`config.mk`:
```
export PLATFORM = sky130hd
export DESIGN_NAME = tkil_ctrl
export DESIGN_NICKNAME = d
export VERILOG_FILES = /design/src/hw/rtl/tkil_pkg.sv /design/src/hw/rtl/tkil_ctrl.sv
export SDC_FILE = /design/constraint.sdc
export NUM_CORES = 1
export LEC_CHECK = 0
export BUFFER_PORTS_ARGS = -buffer_cell sky130_fd_sc_hd__buf_2
export CORE_AREA = 10 10 47 49
export DETAILED_ROUTE_END_ITERATION = 10
export DIE_AREA = 0 0 57 59
export PLACE_DENSITY = 0.41
export SLEW_MARGIN = 5
export SYNTH_ARGS = -nofsm -noshare
export SYNTH_HDL_FRONTEND = slang
export SYNTH_SLANG_ARGS = --single-unit
```
`constraint.sdc`:
```
create_clock -name clk -period 1.3 [get_ports clk]
set_input_delay 0.195 -clock clk [delete_from_list [all_inputs] [get_ports clk]]
set_output_delay 0.195 -clock clk [all_outputs]
set_load 0.005 [all_outputs]
```
`src/hw/rtl/tkil_pkg.sv`:
```
`timescale 1ns / 1ps
// ----------------------------------------------------------------------------
// tkil_pkg
// Shared types, constants and the byte-to-symbol map for the trie key store.
// ----------------------------------------------------------------------------
package tkil_pkg;

  localparam int NODE_COUNT_DEF    = 4096;
  localparam int ALPHABET_SIZE_DEF = 59;
  localparam int ID_LIMIT_DEF      = 4096;

  localparam int CHAR_W = 8;
  localparam int ID_W   = 12;
  localparam int ST_W   = 3;
  localparam int SYM_W  = 6;

  // result status codes
  localparam logic [ST_W-1:0] ST_WALK     = 3'd0;
  localparam logic [ST_W-1:0] ST_PREFIX   = 3'd1;
  localparam logic [ST_W-1:0] ST_FOUND    = 3'd2;
  localparam logic [ST_W-1:0] ST_MISS     = 3'd3;
  localparam logic [ST_W-1:0] ST_INSERTED = 3'd4;
  localparam logic [ST_W-1:0] ST_FULL     = 3'd5;
  localparam logic [ST_W-1:0] ST_BADCHAR  = 3'd6;

  localparam logic MODE_LOOKUP = 1'b0;
  localparam logic MODE_INSERT = 1'b1;

  typedef enum logic [1:0] {
    S_IDLE,
    S_CHILD,
    S_NODE,
    S_COMMIT
  } state_t;

  typedef struct packed {
    logic load;      // latch item, form child slot
    logic child_rd;  // read child table
    logic node_rd;   // read parent and word id of the child
    logic commit;    // update walk state, tables and result
  } cmd_t;

  typedef struct packed {
    logic out_full;  // result register holds an untaken result
  } stat_t;

  typedef struct packed {
    logic             ok;
    logic [SYM_W-1:0] idx;
  } sym_t;

  // letters fold case to 0..25, punctuation 26..48, digits 49..58
  function automatic sym_t sym_of(input logic [CHAR_W-1:0] b);
    sym_t s;
    s.ok  = 1'b1;
    s.idx = '0;
    if (b >= 8'h61 && b <= 8'h7a) begin
      s.idx = SYM_W'(b - 8'h61);
    end else if (b >= 8'h41 && b <= 8'h5a) begin
      s.idx = SYM_W'(b - 8'h41);
    end else if (b >= 8'h30 && b <= 8'h39) begin
      s.idx = SYM_W'(b - 8'h30 + 8'd49);
    end else begin
      case (b)
        8'h5f: s.idx = 6'd26;  // _
        8'h20: s.idx = 6'd27;  // space
        8'h2d: s.idx = 6'd28;  // -
        8'h2b: s.idx = 6'd29;  // +
        8'h2a: s.idx = 6'd30;  // *
        8'h2f: s.idx = 6'd31;  // /
        8'h7c: s.idx = 6'd32;  // |
        8'h5c: s.idx = 6'd33;  // backslash
        8'h40: s.idx = 6'd34;  // @
        8'h3a: s.idx = 6'd35;  // :
        8'h3f: s.idx = 6'd36;  // ?
        8'h2e: s.idx = 6'd37;  // .
        8'h3d: s.idx = 6'd38;  // =
        8'h25: s.idx = 6'd39;  // %
        8'h23: s.idx = 6'd40;  // #
        8'h3c: s.idx = 6'd41;  // <
        8'h3e: s.idx = 6'd42;  // >
        8'h26: s.idx = 6'd43;  // &
        8'h28: s.idx = 6'd44;  // (
        8'h29: s.idx = 6'd45;  // )
        8'h5b: s.idx = 6'd46;  // [
        8'h5d: s.idx = 6'd47;  // ]
        8'h7e: s.idx = 6'd48;  // ~
        default: s.ok = 1'b0;
      endcase
    end
    return s;
  endfunction

endpackage

```
`src/hw/rtl/tkil_ctrl.sv`:
```
`timescale 1ns / 1ps
// ----------------------------------------------------------------------------
// tkil_ctrl
// Sequencer: accept, child read, node read, commit, one character at a time.
// ----------------------------------------------------------------------------
module tkil_ctrl
  import tkil_pkg::*;
(
  input  logic  clk,
  input  logic  rst,
  input  logic  in_valid,
  output logic  in_ready,
  input  stat_t stat,
  output cmd_t  cmd
);

  state_t state, state_next;

  always_ff @(posedge clk) begin
    if (rst) begin
      state <= S_IDLE;
    end else begin
      state <= state_next;
    end
  end

  always_comb begin
    state_next = state;
    cmd        = '0;
    in_ready   = 1'b0;
    case (state)
      S_IDLE: begin
        in_ready = !rst;
        if (in_valid && !rst) begin
          cmd.load   = 1'b1;
          state_next = S_CHILD;
        end
      end
      S_CHILD: begin
        cmd.child_rd = 1'b1;
        state_next   = S_NODE;
      end
      S_NODE: begin
        cmd.node_rd = 1'b1;
        state_next  = S_COMMIT;
      end
      S_COMMIT: begin
        // hold until the result register can take the new result
        if (!stat.out_full) begin
          cmd.commit = 1'b1;
          state_next = S_IDLE;
        end
      end
      default: begin
        state_next = S_IDLE;
      end
    endcase
  end

endmodule

```
======== Word level (Yosys, flattened, before mapping) ========
Index checks and enable logic that the tools add are counted.
storage, ports and cells
  flip-flop bits (word level) ............. 2
  bits of input ports ..................... 4
  output and inout port bits .............. 5
cells by class
  equal/unequal tests ..................... 5
  mux-type cells .......................... 10
  reduce and logical (&&, ||, !) cells .... 4
operator list
  kind                                                 number
  case mux 2 bit (4 select lines)                      1
  2-to-1 mux 1 bit                                     7
  equality test 2 bit, second input constant           2
  2-to-1 mux 2 bit                                     2
  inequality test 2 bit, second input constant         2
  equality test 2 x 1 -> 1 bit, second input constant  1
  logical NOT 2 bit                                    1
  AND reduction 2 bit                                  1
  logical AND 1 bit                                    1
  logical NOT 1 bit                                    1

======== Longest topological paths before layout ========
Gate-level depths: netlist (run 1).
  depth after elaboration ................. 4
  gate-level depth with buffers ........... 5
  gate-level depth less buffers ........... 5

======== Worst setup path after synthesis (run 1) ========
Ideal clock, no wire load.
  path type ............................... reg-to-reg
  start point ............................. register state[0]
  end point ............................... register state[0]
  library setup time ...................... 87 ps
  arrival ................................. 1147 ps
  slack ................................... 66 ps
  stages on the path, launching flop included .. 6
  buffers on the path ..................... 0
  cells stage by stage .................... dfxtp_1 inv_1 ha_1 nor2b_4 a2111o_1 o31ai_1
on the way
  word-level cells in the longest chain between the ends .. 3
RTL lines
  what                                                             line             text
  from (decl)                                                      tkil_ctrl.sv:17  state_t state, state_next;
  from (signal assigned)                                           tkil_ctrl.sv:23  state <= state_next;
  equality test 2 bit / logical NOT 2 bit (equally long branches)  tkil_ctrl.sv:31  case (state)
  inequality test 2 bit (no line)                                  n/a
  AND reduction 2 bit (no line)                                    n/a
Several ways; a longest one is shown, not always the timed one.
A chain may end at the register's enable or synchronous reset.

==> results of run 1 <==
==> cell usage after synthesis (all sizes together) <==
library cell  n  area share
nor2          1       0.019
ha            5        0.32
o31ai         1       0.039
and2          1       0.039
mux2i         1       0.052
dfxtp         2        0.21
nor2b         3        0.14
a21oi         1       0.026
a2111o        1       0.058
nand2b        2       0.065
inv           2       0.039
==> logic make-up (layout without fill, tap and decap cells) <==
kind of cell,after synthesis,count (layout),synth area share
and+or+nand+nor,7,7,0.2580
adders and majority gates,5,5,0.3226
AOI/OAI and AO/OA,3,3,0.1226
DFF,2,2,0.2065
buffers and inverters,2,17,0.03872
muxes,1,1,0.05161
==> how the worst max path moves through the flow <==
stage	start	to	slack, ps	cells past startpoint
after global placement	state[0]	state[1]	70	5
after detailed placement	state[0]	state[0]	80	5
after CTS	state[0]	cmd[0]	6	4
after floorplan	state[0]	state[0]	70	5
after global routing	state[0]	cmd[3]	-50	5
final	state[0]	cmd[3]	7	5
==> cell usage in the layout (no fill, tap or decap), drive strengths merged <==
cell type	n
mux2i	1
nand2b	2
a21oi	1
dfxtp	2
buf	12
nor2b	3
o31ai	1
a2111o	1
and2	1
ha	5
nor2	1
clkbuf	3
inv	2
==> stage by stage <==
stage	utilization	hold slack (ps)
final	0.2545	257.2
after global routing	0.2545	267.2
after CTS	0.2420	249.5
after detailed placement	0.2027	458.9
after global placement	0.2027	453.0
after floorplan	-	298.5
==> power by group <==
group	switching (mW)	total, mW	internal, mW
logic	0.213	0.489	0.276
clock network	0.0324	0.134	0.102
registers	0.0173	0.114	0.0969
==> worst reg2reg max path, delay by kind of cell (launching register included) <==
kind	cells	cell delay [ps]
buf+inv	2	190
fa+ha+maj	1	150
compound gates	2	400
flops	1	310
simple gates	1	50
==> layout make-up <==
type                    count  area [µm²]
inverters                   2       7.507
flip-flops and latches      2       42.54
well taps                  16       20.02
clock buffers               3       22.52
fillers                   163        1045
repair buffers             12       76.32
multi-input cells          16       187.7
==> layer usage <==
layer  track usage  wire length [µm]  share of wire  vias up
met3       0.03648                68           0.12        0
li1              -                 -              -       98
met1       0.03677               263           0.46       75
met5             0                 0              0        -
met4       0.02013                 0              0        0
met2       0.04031               237           0.42        8
==> repair_timing <==
item	in CTS	in global routing
gates resized for setup	11	2
endpoints found under the setup margin	2	2
pin swaps	2	1
==> parameters.txt, run 1 <==
Parameter                              Value

Global routing
  Number of antenna violations at the first check in global routing ... 0
  Wire length of the first global-routing pass ... 855 µm
  Total Routing Usage GR ... 0.03456
  Via count of the first global-routing pass ... 177
  Leftover overflow at the end of global routing ... 0
  Maximum number of pins on one net before global-route repair ... 6

Setup path
  Largest stage delay on the critical path ... 320 ps
  Total buffers and inverters traversed by the critical path ... 2
  Endpoint required time on the critical path ... 1110 ps
  Cell with the largest stage delay on the worst path ... dfxtp_2
  Critical-path cell list ... inv_2 -> ha_4 -> nor2b_4 -> and2_4 -> buf_6
  Kind of start point of the critical path ... register
  Capture instance of the worst register-to-register path ... state[0]
  Maximum fanout along the worst path ... 2
  Worst setup EP type ... output port
  Register-to-register setup slack ... 100 ps
  Type of the setup path with the least slack ... reg -> out
  Worst reg2reg path depth ... 6
  Kind of cell adding the most delay to the critical path ... flip-flops
  Critical Path AT ... 1100 ps
  Startpoint of the worst-slack reg-to-reg timing path ... state[0]

Routing
  Via total after detailed routing ... 181
  Initial DRC count ... 1
  First-pass iteration count of the detailed router ... 2
  Wirelength, routed ... 569 µm
  Final antenna-violating net count ... 0
  DRC violations left ... 0
  Detailed-route vias per instance ... 3.549
  Average wire length per cell after detail routing ... 11.16 µm

Timing
  Setup TNS Final ... 0 ps
  Highest Clock Rate ... 773.3 MHz
  Clock tree skew after final layout ... 4.046 ps
  RSZ-0062 raised after global routing ... true
  Shortest period the worst path allows ... 1293 ps
  Worst slew pin tran ... 253.5 ps
  Slew Viols, Final ... 0
  Setup slack after layout ... 6.880 ps
  Period utilization ... 0.9947
  Hold Vio Cnt, Final ... 0
  Setup violation total in the final timing report ... 0
  Worst slew margin relative to its limit ... 0.8310

Floorplan
  Die area ... 0.003363 mm²
  Cell Rows ... 14
  Core region area ... 0.001401 mm²
  Initial cell density of the core ... 0.1384
  DIE WIDTH ... 57 µm
  Y dimension of the die ... 59 µm
  Number of ports placed on the die boundary ... 9

Logic synthesis
  Post-synthesis sequential area ratio ... 0.2065
  Netlist area before placement ... 193.9 µm²
  Yosys reg bits ... 2
  Count of different cell masters after synthesis ... 12
  Synth warn ... 0
  Net Count, Synth ... 29
  Post-synthesis instance total ... 20
  Per-instance average area after synthesis ... 9.697 µm²

Placement
  Final weighted congestion in routability-driven placement ... 0.7024
  Buffers on Ports ... 8
  Setup slack at placement ... 82.30 ps
  Instance area after placement ... 284.0 µm²
  Post-placement cell count ... 48

Clock tree
  Sink Count ... 2
  CTS tree ... yes
  Number of buffers on the longest clock path ... 2
  Setup repair bufs after CTS ... 0
  Register clock-pin slew on the reported worst setup and hold paths ... 30 ps
  H-tree lvl count ... 1
  Number of buffers added by the clock tree synthesis step ... 3
  Clock latency on the worst-skew pair ... 220 ps
  Clock root buffer master ... clkbuf_4
  Cts hold-fix bufs ... 0

Job
  Max-cap violation count ... 0

Cells and area
  Area overhead of the layout relative to synthesis ... 83.87%
  Register bank with the most flops ... state
  Fraction of layout cells with a size suffix above 1 ... 0.7143
  Final cell count without fillers ... 51
  Number of nets in the layout ... 46
  Max reg flops ... 2
  Antenna Cells ... 0
  Biggest registers after layout ... state: 2 flops
  Design area ... 356.6 µm²

Worst hold path
  End point of the worst hold path ... state[0]
  Min-Delay Path Depth ... 2
  Hold WC Path Type ... in -> reg
  Min-Delay Startpoint ... rst

Outcome
  Outcome ... complete, no violations

Power
  Worst voltage drop across the vdd grid ... 843.8 µV
  Post-layout total power ... 0.7376 mW
  Static Leakage ... 0.1730 nW
  Power per cell area ... 2068 mW/mm²
Note: power is estimated with default switching activity, not from simulation.
==> run 2, diff against run 1 <==
--- a/config.mk
+++ b/config.mk
@@ -9,7 +9,7 @@
 export CORE_AREA = 10 10 47 49
 export DETAILED_ROUTE_END_ITERATION = 10
 export DIE_AREA = 0 0 57 59
-export PLACE_DENSITY = 0.41
+export PLACE_DENSITY = 0.46
 export SLEW_MARGIN = 5
 export SYNTH_ARGS = -nofsm -noshare
 export SYNTH_HDL_FRONTEND = slang
==> run 2 against run 1 <==
Compared with the run above: global-route usage decreased by 0.17 points; via count increased by 5.0%; non-clock buffer count increased by 1; die area unchanged; setup slack improved by 14 ps; maximum frequency increased by 1.1%; final cell count increased by 2.0%; critical path depth unchanged; design area increased by 3.5%; sequential power about the same; critical path type unchanged.
==> parameters.txt, run 2 (synthesis results as in run 1) <==
Parameter                              Value

Outcome
  Outcome ... complete, no violations (unchanged)

Clock tree
  Cts hold-fix bufs ... 0 (unchanged)
  Clock latency on the worst-skew pair ... 220 ps (about the same)
  Number of buffers on the longest clock path ... 2 (unchanged)
  CTS tree ... yes (unchanged)
  Sink Count ... 2 (unchanged)
  Number of buffers added by the clock tree synthesis step ... 3 (unchanged)
  H-tree lvl count ... 1 (unchanged)
  Clock root buffer master ... clkbuf_4 (unchanged)
  Register clock-pin slew on the reported worst setup and hold paths ... 30 ps (about the same)

Cells and area
  Area of the multi-input gates ... 192.7 µm² (was 187.7 µm²)
  Antenna Cells ... 0 (unchanged)
  Register bank with the most flops ... state (unchanged)
  Final cell count without fillers ... 52 (was 51)
  Fraction of layout cells with a size suffix above 1 ... 0.7500 (was 0.7143)
  Most common cell after layout, fill and taps aside ... buf_2 (unchanged)
  Design area ... 369.1 µm² (was 356.6 µm²)
  Max reg flops ... 2 (unchanged)
  Total of fill cells in the finished design ... 163 (unchanged)
  Biggest registers after layout ... state: 2 flops (unchanged)
  Leading cell types in the layout, fill and taps excluded ... buf_2, buf_4, nor2b_4, ha_1, clkbuf_4 (unchanged)
  Area overhead of the layout relative to synthesis ... 90.32% (was 83.87%)
  Number of nets in the layout ... 47 (was 46)
  Storage element area ... 42.54 µm² (unchanged)

Timing
  Shortest period the worst path allows ... 1279 ps (was 1293 ps)
  Slew Viols, Final ... 0 (unchanged)
  Highest Clock Rate ... 781.8 MHz (was 773.3 MHz)
  Setup TNS Final ... 0 ps (unchanged)
  Setup violation total in the final timing report ... 0 (unchanged)
  Hold Vio Cnt, Final ... 0 (unchanged)
  Setup slack after layout ... 20.93 ps (was 6.880 ps)
  RSZ-0062 raised after global routing ... true (unchanged)
  Clock tree skew after final layout ... 3.642 ps (was 4.046 ps)
  Period utilization ... 0.9839 (was 0.9947)
  Worst slew pin tran ... 259.1 ps (was 253.5 ps)
  Worst slew margin relative to its limit ... 0.8273 (was 0.8310)

Power
  Static Leakage ... 0.1790 nW (was 0.1730 nW)
  Seq pwr share ... 0.152 (was 0.155)
  Portion of total power attributed to combinational logic ... 0.669 (was 0.663)
  Internal power consumption ... 0.4872 mW (was 0.4748 mW)
  Net switching power of the design ... 0.2609 mW (was 0.2628 mW)
  Switching fraction of total power ... 0.3488 (was 0.3563)
  Post-layout total power ... 0.7481 mW (was 0.7376 mW)
  Clock Power Share ... 0.179 (was 0.182)
  Power per cell area ... 2027 mW/mm² (was 2068 mW/mm²)
  Worst voltage drop across the vdd grid ... 909.9 µV (was 843.8 µV)

Setup path
  Cell with the largest stage delay on the worst path ... dfxtp_2 (unchanged)
  Critical-path cell list ... inv_2 -> ha_4 -> nor2b_4 -> and2_4 -> buf_6 (unchanged)
  Maximum fanout along the worst path ... 2 (unchanged)
  Type of the setup path with the least slack ... reg -> out (unchanged)
  Kind of start point of the critical path ... register (unchanged)
  Worst setup EP type ... output port (unchanged)
  Largest stage delay on the critical path ... 320 ps (about the same)
  Endpoint required time on the critical path ... 1110 ps (about the same)
  Critical Path AT ... 1080 ps (was 1100 ps)

Routing
  Final antenna-violating net count ... 0 (unchanged)
  First-pass iteration count of the detailed router ... 1 (was 2)
  Wirelength, routed ... 501 µm (was 569 µm)
  Via total after detailed routing ... 190 (was 181)
  Detailed-route vias per instance ... 3.654 (was 3.549)
  Initial DRC count ... 0 (was 1)
  DRC violations left ... 0 (unchanged)
  Average wire length per cell after detail routing ... 9.635 µm (was 11.16 µm)

Global routing
  Via count of the first global-routing pass ... 223 (was 177)
  Total Routing Usage GR ... 0.03284 (was 0.03456)
  Number of antenna violations at the first check in global routing ... 0 (unchanged)
  Maximum number of pins on one net before global-route repair ... 6 (unchanged)
  Wire length of the first global-routing pass ... 848 µm (was 855 µm)
  Leftover overflow at the end of global routing ... 0 (unchanged)

Floorplan
  Y dimension of the die ... 59 µm (unchanged)
  DIE WIDTH ... 57 µm (unchanged)
  Initial cell density of the core ... 0.1384 (unchanged)
  Die area ... 0.003363 mm² (unchanged)
  Core region area ... 0.001401 mm² (unchanged)
  Number of ports placed on the die boundary ... 9 (unchanged)
  Cell Rows ... 14 (unchanged)

Placement
  Setup slack at placement ... 41.08 ps (was 82.30 ps)
  Final weighted congestion in routability-driven placement ... 0.7470 (was 0.7024)
  HPWL Detailed ... 396.3 µm
  Buffers on Ports ... 8 (unchanged)
  Instance area after placement ... 284.0 µm² (unchanged)
  Post-placement cell count ... 48 (unchanged)

Job
  Max-cap violation count ... 0 (unchanged)

Worst hold path
  Hold WC Path Type ... in -> reg (unchanged)
## run 2: cell types whose count changed in the layout (fill, tap and decap cells not counted), sizes merged
cell	change
buf	+1
## run 2: cell type report
class / count / area share
Multi-Input combinational cell: 16 / 0.5220
Clock buffer: 3 / 0.06102
Inverter: 2 / 0.02034
Sequential cell: 2 / 0.1153
Timing Repair Buffer: 13 / 0.2271
Tap cell: 16 / 0.05424
## run 2: final timing paths
| path | startpoint | end | slack [ps] | depth (start not counted) |
|---|---|---|---|---|
| hold / removal | rst | state[0] | 260 | 2 |
| setup reg to reg | state[0] | state[0] | 60 | 7 |
| hold reg to reg | state[1] | state[1] | 630 | 3 |
| setup / recovery | state[0] | cmd[3] | 20 | 5 |
## run 2: timing repair
| action | CTS | global route |
|---|---|---|
| cloned | 0 | 0 |
| pin swaps | 2 | 2 |
| setup endpoints to repair | 2 | 3 |
| resized for setup | 11 | 3 |
| buffers inserted | 1 | 0 |
## run 2: layer usage
layer,up-vias,GRT usage,routed length (µm)
met2,9,0.03566,167
met4,0,0.03020,0
met3,0,0.03004,79
met5,-,0,0
met1,83,0.03563,254
li1,98,-,-
## run 2: per-stage QoR
stage / hold WS, ps / utilization
floorplan: 298.5 / -
global placement: 482.6 / 0.2027
detailed placement: 480.4 / 0.2027
CTS: 267.1 / 0.2473
global route: 264.9 / 0.2634
finish: 261.9 / 0.2634
## run 2: power by group through the flow
stage                     Clock (mW)  Sequential (mW)  Combinational (mW)
after global placement             0            0.103               0.380
after floorplan                    0            0.112               0.204
after CTS                      0.144            0.114               0.472
final                          0.134            0.114               0.500
after detailed placement           0            0.104               0.385
after global routing           0.153            0.119               0.571
## run 2: worst max-delay path, delay by kind of cell, from the launching register on
| family | cells | cell delay, ps |
|---|---|---|
| AND/OR/NAND/NOR | 2 | 250 |
| flip-flops | 1 | 320 |
| adder cells (fa/ha/maj) | 1 | 150 |
| buffers and inverters | 2 | 150 |
==> run 3, diff against run 2 <==
--- a/config.mk
+++ b/config.mk
@@ -9,7 +9,7 @@
 export CORE_AREA = 10 10 47 49
 export DETAILED_ROUTE_END_ITERATION = 10
 export DIE_AREA = 0 0 57 59
-export PLACE_DENSITY = 0.46
+export PLACE_DENSITY = 0.45
 export SLEW_MARGIN = 5
 export SYNTH_ARGS = -nofsm -noshare
 export SYNTH_HDL_FRONTEND = slang
==> run 3 against run 2 <==
Compared with the run above: first-iteration DRC count is 3 higher; power is 5.9% higher; sequential share of layout area is 0.30 points lower; global-route usage hardly changed; routed wire length is 5.6% higher; utilization is 0.71 points higher; setup slack worse by 5.4 ps; combinational power is 8.6% higher; worst hold slack worse by 5.9 ps; design area is 2.7% higher; sequential power hardly changed; critical endpoint unchanged; largest power group unchanged; highest routed layer unchanged.
==> parameters.txt, run 3 (synthesis results as in run 1) <==
Parameter                              Value

Timing
  RSZ-0062 raised after global routing ... true (unchanged)
  Minimum hold slack ... 256.0 ps (was 261.9 ps)
  Setup violation total in the final timing report ... 0 (unchanged)
  Setup slack after layout ... 15.48 ps (was 20.93 ps)
  Period utilization ... 0.9881 (was 0.9839)
  Clock tree skew after final layout ... 2.739 ps (was 3.642 ps)
  Worst slew margin relative to its limit ... 0.8089 (was 0.8273)
  Setup TNS Final ... 0 ps (unchanged)
  Shortest period the worst path allows ... 1285 ps (was 1279 ps)
  Slew Viols, Final ... 0 (unchanged)
  Hold Vio Cnt, Final ... 0 (unchanged)
  Worst slew pin tran ... 286.7 ps (was 259.1 ps)
  Highest Clock Rate ... 778.5 MHz (was 781.8 MHz)

Clock tree
  Number of buffers added by the clock tree synthesis step ... 3 (unchanged)
  Register clock-pin slew on the reported worst setup and hold paths ... 30 ps (about the same)
  Cts hold-fix bufs ... 0 (unchanged)
  Clock latency on the worst-skew pair ... 220 ps (about the same)
  Sink Count ... 2 (unchanged)
  H-tree lvl count ... 1 (unchanged)
  CTS tree ... yes (unchanged)
  Clock root buffer master ... clkbuf_4 (unchanged)
  Number of buffers on the longest clock path ... 2 (unchanged)

Cells and area
  Core occupancy in the finished layout ... 0.2705 (was 0.2634)
  Most common cell after layout, fill and taps aside ... buf_2 (unchanged)
  Leading cell types in the layout, fill and taps excluded ... buf_2, buf_4, ha_4, clkbuf_4 (was buf_2, buf_4, nor2b_4, ha_1, clkbuf_4)
  Register bank with the most flops ... state (unchanged)
  Total of fill cells in the finished design ... 155 (was 163)
  Design area ... 379.1 µm² (was 369.1 µm²)
  Storage element area ... 42.54 µm² (unchanged)
  Area overhead of the layout relative to synthesis ... 95.48% (was 90.32%)
  Max reg flops ... 2 (unchanged)
  Biggest registers after layout ... state: 2 flops (unchanged)
  Final cell count without fillers ... 52 (unchanged)
  Number of nets in the layout ... 47 (unchanged)
  Fraction of layout cells with a size suffix above 1 ... 0.8056 (was 0.7500)
  Area of the multi-input gates ... 202.7 µm² (was 192.7 µm²)
  Antenna Cells ... 0 (unchanged)

Routing
  Via total after detailed routing ... 192 (was 190)
  First-pass iteration count of the detailed router ... 4 (was 1)
  Wirelength, routed ... 529 µm (was 501 µm)
  Average wire length per cell after detail routing ... 10.17 µm (was 9.635 µm)
  Initial DRC count ... 3 (was 0)
  Detailed-route vias per instance ... 3.692 (was 3.654)
  Final antenna-violating net count ... 0 (unchanged)
  DRC violations left ... 0 (unchanged)

Global routing
  Wire length of the first global-routing pass ... 848 µm (unchanged)
  Total Routing Usage GR ... 0.03240 (was 0.03284)
  Maximum number of pins on one net before global-route repair ... 6 (unchanged)
  Met2 Track Usage GR ... 0.03566 (unchanged)
  Most utilized layer in the global route result ... met1 (was met2)
  Leftover overflow at the end of global routing ... 0 (unchanged)
  Via count of the first global-routing pass ... 212 (was 223)
  Grt met3 use ... 0.02361 (was 0.03004)
  Number of antenna violations at the first check in global routing ... 0 (unchanged)
  GR Util met1 ... 0.03796 (was 0.03563)

Floorplan
  Cell Rows ... 14 (unchanged)
  DIE WIDTH ... 57 µm (unchanged)
  Initial cell density of the core ... 0.1384 (unchanged)
  Y dimension of the die ... 59 µm (unchanged)
  Core region area ... 0.001401 mm² (unchanged)
  Die area ... 0.003363 mm² (unchanged)
  Number of ports placed on the die boundary ... 9 (unchanged)

Setup path
  Critical-path cell list ... inv_2 -> ha_4 -> nor2b_4 -> and2_4 -> buf_6 (unchanged)
  Critical Path AT ... 1090 ps (was 1080 ps)
  Kind of start point of the critical path ... register (unchanged)
  Total buffers and inverters traversed by the critical path ... 2 (unchanged)
  Maximum fanout along the worst path ... 2 (unchanged)
  Kind of cell adding the most delay to the critical path ... flip-flops (unchanged)
  Worst reg2reg path depth ... 7 (unchanged)
  Largest stage delay on the critical path ... 320 ps (about the same)
  Cell with the largest stage delay on the worst path ... dfxtp_2 (unchanged)
  Critical path depth ... 5 (unchanged)
  Type of the setup path with the least slack ... reg -> out (unchanged)
  Worst setup EP type ... output port (unchanged)
  Endpoint required time on the critical path ... 1110 ps (about the same)

Worst hold path
  Hold WC Path Type ... in -> reg (unchanged)
  Min-Delay Path Depth ... 2 (unchanged)

Outcome
  Outcome ... complete, no violations (unchanged)

Placement
  Final weighted congestion in routability-driven placement ... 0.7204 (was 0.7470)
  Setup slack at placement ... 46.69 ps (was 41.08 ps)
  Post-placement cell count ... 48 (unchanged)
  Instance area after placement ... 284.0 µm² (unchanged)
  HPWL Detailed ... 385.2 µm (was 396.3 µm)
  Buffers on Ports ... 8 (unchanged)

Power
  Static Leakage ... 0.1780 nW (was 0.1790 nW)
  Power per cell area ... 2090 mW/mm² (was 2027 mW/mm²)
  Worst voltage drop across the vdd grid ... 994.9 µV (was 909.9 µV)
  Post-layout total power ... 0.7924 mW (was 0.7481 mW)

Job
  Max-cap violation count ... 0 (unchanged)
## run 3: cell types whose count changed in the layout (fill, tap and decap cells not counted)
cell | previous run | this run
nor2b_1 | 0 | 1
nor2b_4 | 3 | 2
ha_2 | 0 | 1
ha_1 | 3 | 1
nor2_1 | 1 | 0
ha_4 | 2 | 3
nor2_2 | 0 | 1
## run 3: worst paths after layout
path                                from        to  slack [ps]
worst min register to register  state[1]  state[1]         620
worst max-delay path            state[0]    cmd[3]          20
worst min-delay path                 rst  state[0]         260
worst max register to register  state[0]  state[0]          70
## run 3: what timing repair did
action,4_1_cts,5_1_grt
pin swaps,2,2
hold endpoints to repair,0,0
setup buffers,1,0
gates resized for setup,11,6
endpoints found under the setup margin,2,3
## run 3: final cells by class
class                   instances  area share
multi-input cells              16      0.5347
repair buffers                 13      0.2211
flip-flops and latches          2      0.1122
clock buffers                   3     0.05941
well taps                      16     0.05281
inverters                       2     0.01980
## run 3: layer usage
| metal | up-vias | share of wire |
|---|---|---|
| met1 | 82 | 0.50 |
| met3 | 0 | 0.15 |
| met2 | 11 | 0.35 |
| met4 | 0 | 0 |
| li1 | 99 | - |
| met5 | - | 0 |
## run 3: power by group
part / internal (mW) / switching, mW / total, mW / leakage (nW)
Combinational: 0.309 / 0.234 / 0.543 / 0.147
Clock: 0.102 / 0.0337 / 0.135 / 0.0138
Sequential: 0.0969 / 0.0169 / 0.114 / 0.0172
